$ cat config.mk
export PLATFORM = sky130hd
export DESIGN_NAME = lsbc_cell
export DESIGN_NICKNAME = d
export VERILOG_FILES = /design/src/rtl/lsbc_pkg.sv /design/src/rtl/lsbc_cell.sv
export SDC_FILE = /design/constraint.sdc
export NUM_CORES = 1
export LEC_CHECK = 0
export ABC_CLOCK_PERIOD_IN_PS = 2500
export BUFFER_PORTS_ARGS = -buffer_cell sky130_fd_sc_hd__buf_4
export CAP_MARGIN = 20
export CORE_MARGIN = 4
export CORE_UTILIZATION = 36
export DETAILED_ROUTE_END_ITERATION = 8
export GPL_ROUTABILITY_DRIVEN = 0
export HOLD_SLACK_MARGIN = 0.06
export PLACE_DENSITY = 0.64
export SYNTH_ARGS = -nofsm -noshare
export SYNTH_HDL_FRONTEND = slang
export SYNTH_SLANG_ARGS = --single-unit
$ cat constraint.sdc
create_clock -name clock -period 2.5 [get_ports clock]
set_input_delay 0.5 -clock clock [delete_from_list [all_inputs] [get_ports clock]]
set_output_delay 0.5 -clock clock [all_outputs]
set_load 0.005 [all_outputs]
$ cat src/rtl/lsbc_pkg.sv
// shared types and constants for the sector block cache
// field widths, command and status codes, fsm states, cell chain structs
// no dependencies
`default_nettype none

package lsbc_pkg;

   // field widths of the request and response channels
   localparam int TAG_W        = 32;
   localparam int CMD_W        = 2;
   localparam int COUNT_W      = 8;
   localparam int WIDX_W       = 6;
   localparam int DATA_W       = 64;
   localparam int STATUS_W     = 2;
   localparam int SLOT_FIELD_W = 3;

   // request commands
   localparam logic [CMD_W-1:0] CMD_READ     = 2'd0;
   localparam logic [CMD_W-1:0] CMD_CREATE   = 2'd1;
   localparam logic [CMD_W-1:0] CMD_UPDATE   = 2'd2;
   localparam logic [CMD_W-1:0] CMD_RESERVED = 2'd3;

   // response status codes
   localparam logic [STATUS_W-1:0] ST_DONE   = 2'd0;
   localparam logic [STATUS_W-1:0] ST_MISS   = 2'd1;
   localparam logic [STATUS_W-1:0] ST_REJECT = 2'd2;

   // largest block count served in one request
   localparam logic [COUNT_W-1:0] MAX_COUNT = 8'd1;

   // control states
   typedef enum logic [3:0] {
      S_IDLE   = 4'b0001,
      S_SEARCH = 4'b0010,
      S_EMIT   = 4'b0100,
      S_STREAM = 4'b1000
   } state_type;

   // lookup token moving down the cell chain
   typedef struct packed {
      logic             valid;
      logic             hit;
      logic [TAG_W-1:0] tag;
   } tok_type;

   // broadcast update applied to every cell at the end of a lookup
   typedef struct packed {
      logic             valid;
      logic             tag_wr;
      logic [TAG_W-1:0] tag;
   } upd_type;

endpackage

`default_nettype wire

$ cat src/rtl/lsbc_cell.sv
// one cache slot: tag, valid bit and recency rank, plus one stage of the lookup chain
// depends on lsbc_pkg
`default_nettype none

module lsbc_cell #(
   parameter int ENTRIES = 8,
   parameter int IDX     = 0
) (
   input  wire logic                          clock,
   input  wire logic                          reset,
   // lookup token from the upstream neighbor
   input  wire lsbc_pkg::tok_type             up_tok,
   input  wire logic [$clog2(ENTRIES)-1:0]    up_hit_slot,
   input  wire logic [$clog2(ENTRIES)-1:0]    up_hit_rank,
   input  wire logic [$clog2(ENTRIES)-1:0]    up_lru_slot,
   // lookup token to the downstream neighbor
   output lsbc_pkg::tok_type                  dn_tok,
   output logic      [$clog2(ENTRIES)-1:0]    dn_hit_slot,
   output logic      [$clog2(ENTRIES)-1:0]    dn_hit_rank,
   output logic      [$clog2(ENTRIES)-1:0]    dn_lru_slot,
   // broadcast update
   input  wire lsbc_pkg::upd_type             upd,
   input  wire logic [$clog2(ENTRIES)-1:0]    upd_slot,
   input  wire logic [$clog2(ENTRIES)-1:0]    upd_rank
);

   import lsbc_pkg::*;

   localparam int                SLOT_W    = $clog2(ENTRIES);
   localparam logic [SLOT_W-1:0] MY_SLOT   = SLOT_W'(IDX);
   localparam logic [SLOT_W-1:0] LAST_RANK = SLOT_W'(ENTRIES - 1);

   logic [TAG_W-1:0]  tag_ff, tag_in;
   logic              valid_ff, valid_in;
   logic [SLOT_W-1:0] rank_ff, rank_in;

   tok_type           dn_tok_ff, dn_tok_in;
   logic [SLOT_W-1:0] dn_hit_slot_ff, dn_hit_slot_in;
   logic [SLOT_W-1:0] dn_hit_rank_ff, dn_hit_rank_in;
   logic [SLOT_W-1:0] dn_lru_slot_ff, dn_lru_slot_in;

   logic match;
   logic first_hit;

   // compare against the passing token and fold in this slot
   always_comb begin
      match          = valid_ff && (tag_ff == up_tok.tag);
      first_hit      = match && !up_tok.hit;
      dn_tok_in      = up_tok;
      dn_tok_in.hit  = up_tok.hit || match;
      dn_hit_slot_in = first_hit ? MY_SLOT : up_hit_slot;
      dn_hit_rank_in = first_hit ? rank_ff : up_hit_rank;
      dn_lru_slot_in = (rank_ff == LAST_RANK) ? MY_SLOT : up_lru_slot;
   end

   // slot update: chosen slot becomes most recent (and takes a new tag when written), younger slots age by one
   always_comb begin
      tag_in   = tag_ff;
      valid_in = valid_ff;
      rank_in  = rank_ff;
      if (upd.valid) begin
         if (upd_slot == MY_SLOT) begin
            rank_in = '0;
            if (upd.tag_wr) begin
               tag_in   = upd.tag;
               valid_in = 1'b1;
            end
         end else if (rank_ff < upd_rank) begin
            rank_in = rank_ff + SLOT_W'(1);
         end
      end
   end

   // control state
   always_ff @(posedge clock) begin
      if (reset) begin
         valid_ff  <= 1'b0;
         rank_ff   <= MY_SLOT;
         dn_tok_ff <= '0;
      end else begin
         valid_ff  <= valid_in;
         rank_ff   <= rank_in;
         dn_tok_ff <= dn_tok_in;
      end
   end

   // payload
   always_ff @(posedge clock) begin
      tag_ff         <= tag_in;
      dn_hit_slot_ff <= dn_hit_slot_in;
      dn_hit_rank_ff <= dn_hit_rank_in;
      dn_lru_slot_ff <= dn_lru_slot_in;
   end

   assign dn_tok      = dn_tok_ff;
   assign dn_hit_slot = dn_hit_slot_ff;
   assign dn_hit_rank = dn_hit_rank_ff;
   assign dn_lru_slot = dn_lru_slot_ff;

endmodule

`default_nettype wire

**Word-level counts from Yosys, hierarchy flattened**

Index checks and enable logic that the tools add are counted.
Widths: inputs -> output; s select.

- Register bits after elaboration: 79
- Output and inout port bits: 43
- Logic and storage cells: 24

- Add/subtract/negate cells: 1
- $lt $le $gt $ge: 1
- Equality and inequality tests: 2
- Muxes and demuxes: 3
- Reduce and logical (&&, ||, !) cells: 8

Operators with widths:

| kind | count |
|---|---|
| $eq 32x32->1 | 1 |
| $mux 3 | 3 |
| $add 3x1->3 const B | 1 |
| $eq 3x3->1 const B | 1 |
| $logic_not 3->1 | 1 |
| $lt 3x3->1 | 1 |
| $reduce_and 3->1 | 1 |
| $logic_and 1x1->1 | 2 |
| $reduce_and 2->1 | 1 |
| $reduce_bool 2->1 | 1 |
| $logic_not 1->1 | 1 |
| $logic_or 1x1->1 | 1 |

**Depth between registers and ports, before layout**

- Depth after elaboration: 4
- Gate-level depth with buffers: 6
- Depth with buffers taken out: 6

**Worst setup path before layout**

OpenSTA, ideal clock, no wires.

- Path type: input port to flip-flop
- From: input upd_slot[2]
- To: register tag_ff[0], enable pin
- Library setup time: 0.393 ns
- Arrival time: 1.650 ns
- Setup slack: 0.457 ns
- Stages: 2
- Buffers on the path: 0
- Path through: nor3_1 > and3_1

- Longest elaborated chain between the ends: 2

Ends and longest elaborated chain:

| item | RTL line | text |
|---|---|---|
| start, declared | lsbc_cell.sv:23 | `input wire logic [$clog2(ENTRIES)-1:0] upd_slot,` |
| $logic_not 3->1 | lsbc_cell.sv:62 | `if (upd_slot == MY_SLOT) begin` |
| $reduce_and 3->1 (no source line) | -- |  |
| end signal, assigned | lsbc_cell.sv:89 | `tag_ff <= tag_in;` |
| end, declared | lsbc_cell.sv:33 | `logic [TAG_W-1:0] tag_ff, tag_in;` |

Every way passes these cells.
A chain may end at the register's enable or synchronous reset.

**Worst setup path after layout**

- From: register tag_ff[17]
- To: register dn_hit_rank_ff[0], in the netlist dn_hit_rank[0]

- Longest elaborated chain between the ends: 4

Ends and longest elaborated chain:

| item | RTL line | text |
|---|---|---|
| $eq 32x32->1 | lsbc_cell.sv:47 | `match = valid_ff && (tag_ff == up_tok.tag);` |
| $logic_and 1x1->1 | lsbc_cell.sv:47 |  |
| $logic_and 1x1->1 | lsbc_cell.sv:48 | `first_hit = match && !up_tok.hit;` |
| $mux 3 | lsbc_cell.sv:52 | `dn_hit_rank_in = first_hit ? rank_ff : up_hit_rank;` |
| net dn_hit_rank_in[0] | lsbc_cell.sv:39 | `logic [SLOT_W-1:0] dn_hit_rank_ff, dn_hit_rank_in;` |
| end signal, assigned | lsbc_cell.sv:91 | `dn_hit_rank_ff <= dn_hit_rank_in;` |
| end, declared | lsbc_cell.sv:39 |  |

The timed path passes the listed nets, and every way through them passes these cells.

==> run summary <==
Final hold slack = 337 ps
Crit path time final = 1970 ps
Post-synth top flop = dfxtp_1
Yosys cell types = 27
Number of buffers and inverters on the critical path = 0
Final setup vio count = 0
Hold WC Path Type = input pin to flip-flop
Commonest cells post-synth = dfxtp_1 (47), nor2b_1 (40), edfxtp_1 (32)
FMAX = 0.507 GHz
Vias in the first global route = 1890
Clk_lat worst skew = 330 ps
Cells after Synth = 202
Fin Setup TNS = 0 ps
CP Class = flip-flop to flip-flop
Die Width = 96.2 um
Worst-Margin Slew = 544 ps
Max-cap viol count = 0
Synth area leaders = edfxtp_1 (34%), dfxtp_1 (34%), nor2b_1 (8.9%)
Nature of the critical path endpoint = flip-flop
WL per Instance = 13.5 um
Starting Density = 0.378
Synth top area share = 0.343
Required @ worst endpoint = 2730 ps
Critical Path Start Type = flip-flop
Starting DRT DRC Count = 41
Top-count cell post-synth = dfxtp_1
DRC = 0
Async set-reset flop share out of synthesis = 0
Final Hold Vio Count = 0
GRT Util Overall = 0.132
Largest delay share family, worst path = simple AND/OR/NAND/NOR gates
RSZ-0062 raised after global routing = no
Status = completed
Fraction of layout cells with a size suffix above 1 = 0.442
Post-CTS setup buffer count = 0
Post-route ant nets = 0
Worst slew margin = 0.634
Vias/cell = 4.41
Die Y = 96.2 um
Slowest CP cell = a2111o_1
Skew final = 7.38 ps
DRT Pass-1 Iters = 4
Area growth from synthesis to final layout = 46.7%
Worst reg2reg startpoint = tag_ff[17]
Final wirelength = 5950 um
YS warnings = 0
Worst-case clock buffer depth = 2
Fin nets = 426
CTS resizes = 0
Initial antenna violation count = 0
First-pass GRT wire length = 8880 um
Hold-fix buffers, CTS = 0
FP Rows = 31
Grt ovf = 0
I/O pin count = 128
Worst stage delay on the critical path = 420 ps
Clock sink count = 79
Leakage = 1.79 nW
CP arrival = 2200 ps
Htree depth = 3
Die Area = 9250 um^2
CTS tree = yes
CTS buffer count = 9
Antenna fix cells = 0
Mapped cell area = 2800 um^2
Root Driver = clkbuf_8
Pwr dens = 650 nW/um^2
Largest net degree at the start of global routing = 39
Area leader, netlist = edfxtp_1
Critical-path cell list = nor2b_1 -> a2111o_1 -> nor4_4 -> nand4b_4 -> mux2_4
I/O Buffers = 127
Floorplan core area = 7410 um^2
Avg Inst Size Synth = 13.9 um^2
Worst vdd ir = 0.295 mV
Via count = 1945
Final count of pins violating max slew = 0
Post-synth EDFFs = 32
DP HPWL = 4580 um
Syn nets = 291
#FFs+latches synth = 79
Crit share post-route = 0.788
Sequential area share after synthesis = 0.679
Setup crit start = tag_ff[17]
Clock transition at path regs = 80 ps
CP Max Fanout = 6
Hold_sp = upd[3]
cell families after synthesis:
| family | share of synthesized area |
|---|---|
| multiplexers | 0.0161 |
| adder cells (fa/ha/maj) | 0.0179 |
| flip-flops | 0.679 |
| buffers and inverters | 0.0134 |
| AO/OA/AOI/OAI | 0.0326 |
| XOR/XNOR | 0.0782 |
| AND/OR/NAND/NOR | 0.163 |
power breakdown:
| group | internal (mW) | switching [mW] | total [mW] |
|---|---|---|---|
| Combinational | 0.177 | 0.0913 | 0.268 |
| Clock | 0.563 | 0.433 | 0.996 |
| Sequential | 1.39 | 0.0164 | 1.41 |
| Total | 2.13 | 0.540 | 2.67 |
metal layers:
metal / GRT usage / wire length [um] / part of all wire
met5: 0 / 0 / 0
met2: 0.222 / 2920 / 0.49
met4: 0.0604 / 86 / 0.014
met1: 0.149 / 2330 / 0.39
met3: 0.0453 / 611 / 0.10
worst paths after layout:
path	endpoint	slack, ps	cells past startpoint
setup / recovery	dn_hit_rank[0]	530	5
hold / removal	tag_ff[3]	340	1
setup reg to reg	dn_hit_rank[0]	530	5
hold reg to reg	valid_ff	490	2
sequential cells by signal, summed over array words and instances, names as in the netlist:
name         cells
dn_tok          34
valid_ff         1
rank_ff          3
dn_hit_slot      3
dn_lru_slot      3
tag_ff          32
dn_hit_rank      3
layout make-up:
class	count	area, um^2
clock inverters	1	5.00
flip-flops and latches	79	1900
repair buffers	128	973
multi-input cells	113	862
inverters	6	22.5
fillers	603	3300
well taps	99	124
clock buffers	15	219
cells in the final DEF (no fill, tap or decap):
master	netlist	final
a31oi_1	1	1
nor4_4	1	1
nand2b_1	5	5
clkinv_2	0	1
nand3_1	3	3
nor3_2	1	1
nor2b_1	40	40
edfxtp_1	32	32
ha_1	4	4
o221ai_1	2	2
a21o_1	2	2
nor2_1	7	7
and2_1	3	3
a32oi_1	2	2
a21oi_1	1	1
xnor2_1	25	25
and3_2	0	1
buf_12	0	1
inv_1	6	6
clkbuf_16	0	2
nand2_1	1	1
dfxtp_1	47	47
mux2_4	3	3
nand4_1	5	5
nand4b_4	1	1
nor4_2	1	1
clkbuf_8	0	12
buf_4	0	127
a211oi_1	1	1
a2111o_1	2	2
clkbuf_1	4	1
nor3_1	1	1
per-stage QoR:
| step | instances | util | total power [mW] | worst slack, ps | area (um^2) |
|---|---|---|---|---|---|
| 2_1_floorplan | 202 | - | 1.52 | 457 | 2800 |
| 3_3_place_gp | 425 | 0.524 | 1.70 | 270 | 3880 |
| 3_5_place_dp | 425 | 0.524 | 1.71 | 241 | 3880 |
| 4_1_cts | 441 | 0.554 | 2.72 | 496 | 4110 |
| 5_1_grt | 441 | 0.554 | 2.80 | 388 | 4110 |
| 6_report | 441 | 0.554 | 2.67 | 529 | 4110 |
worst reg2reg max path, stage by stage, from the launching register on:
cell	delay, ps
edfxtp_1	380
nor2b_1	150
a2111o_1	420
nor4_4	400
nand4b_4	200
mux2_4	330
Power figures use the tool's default switching activity.
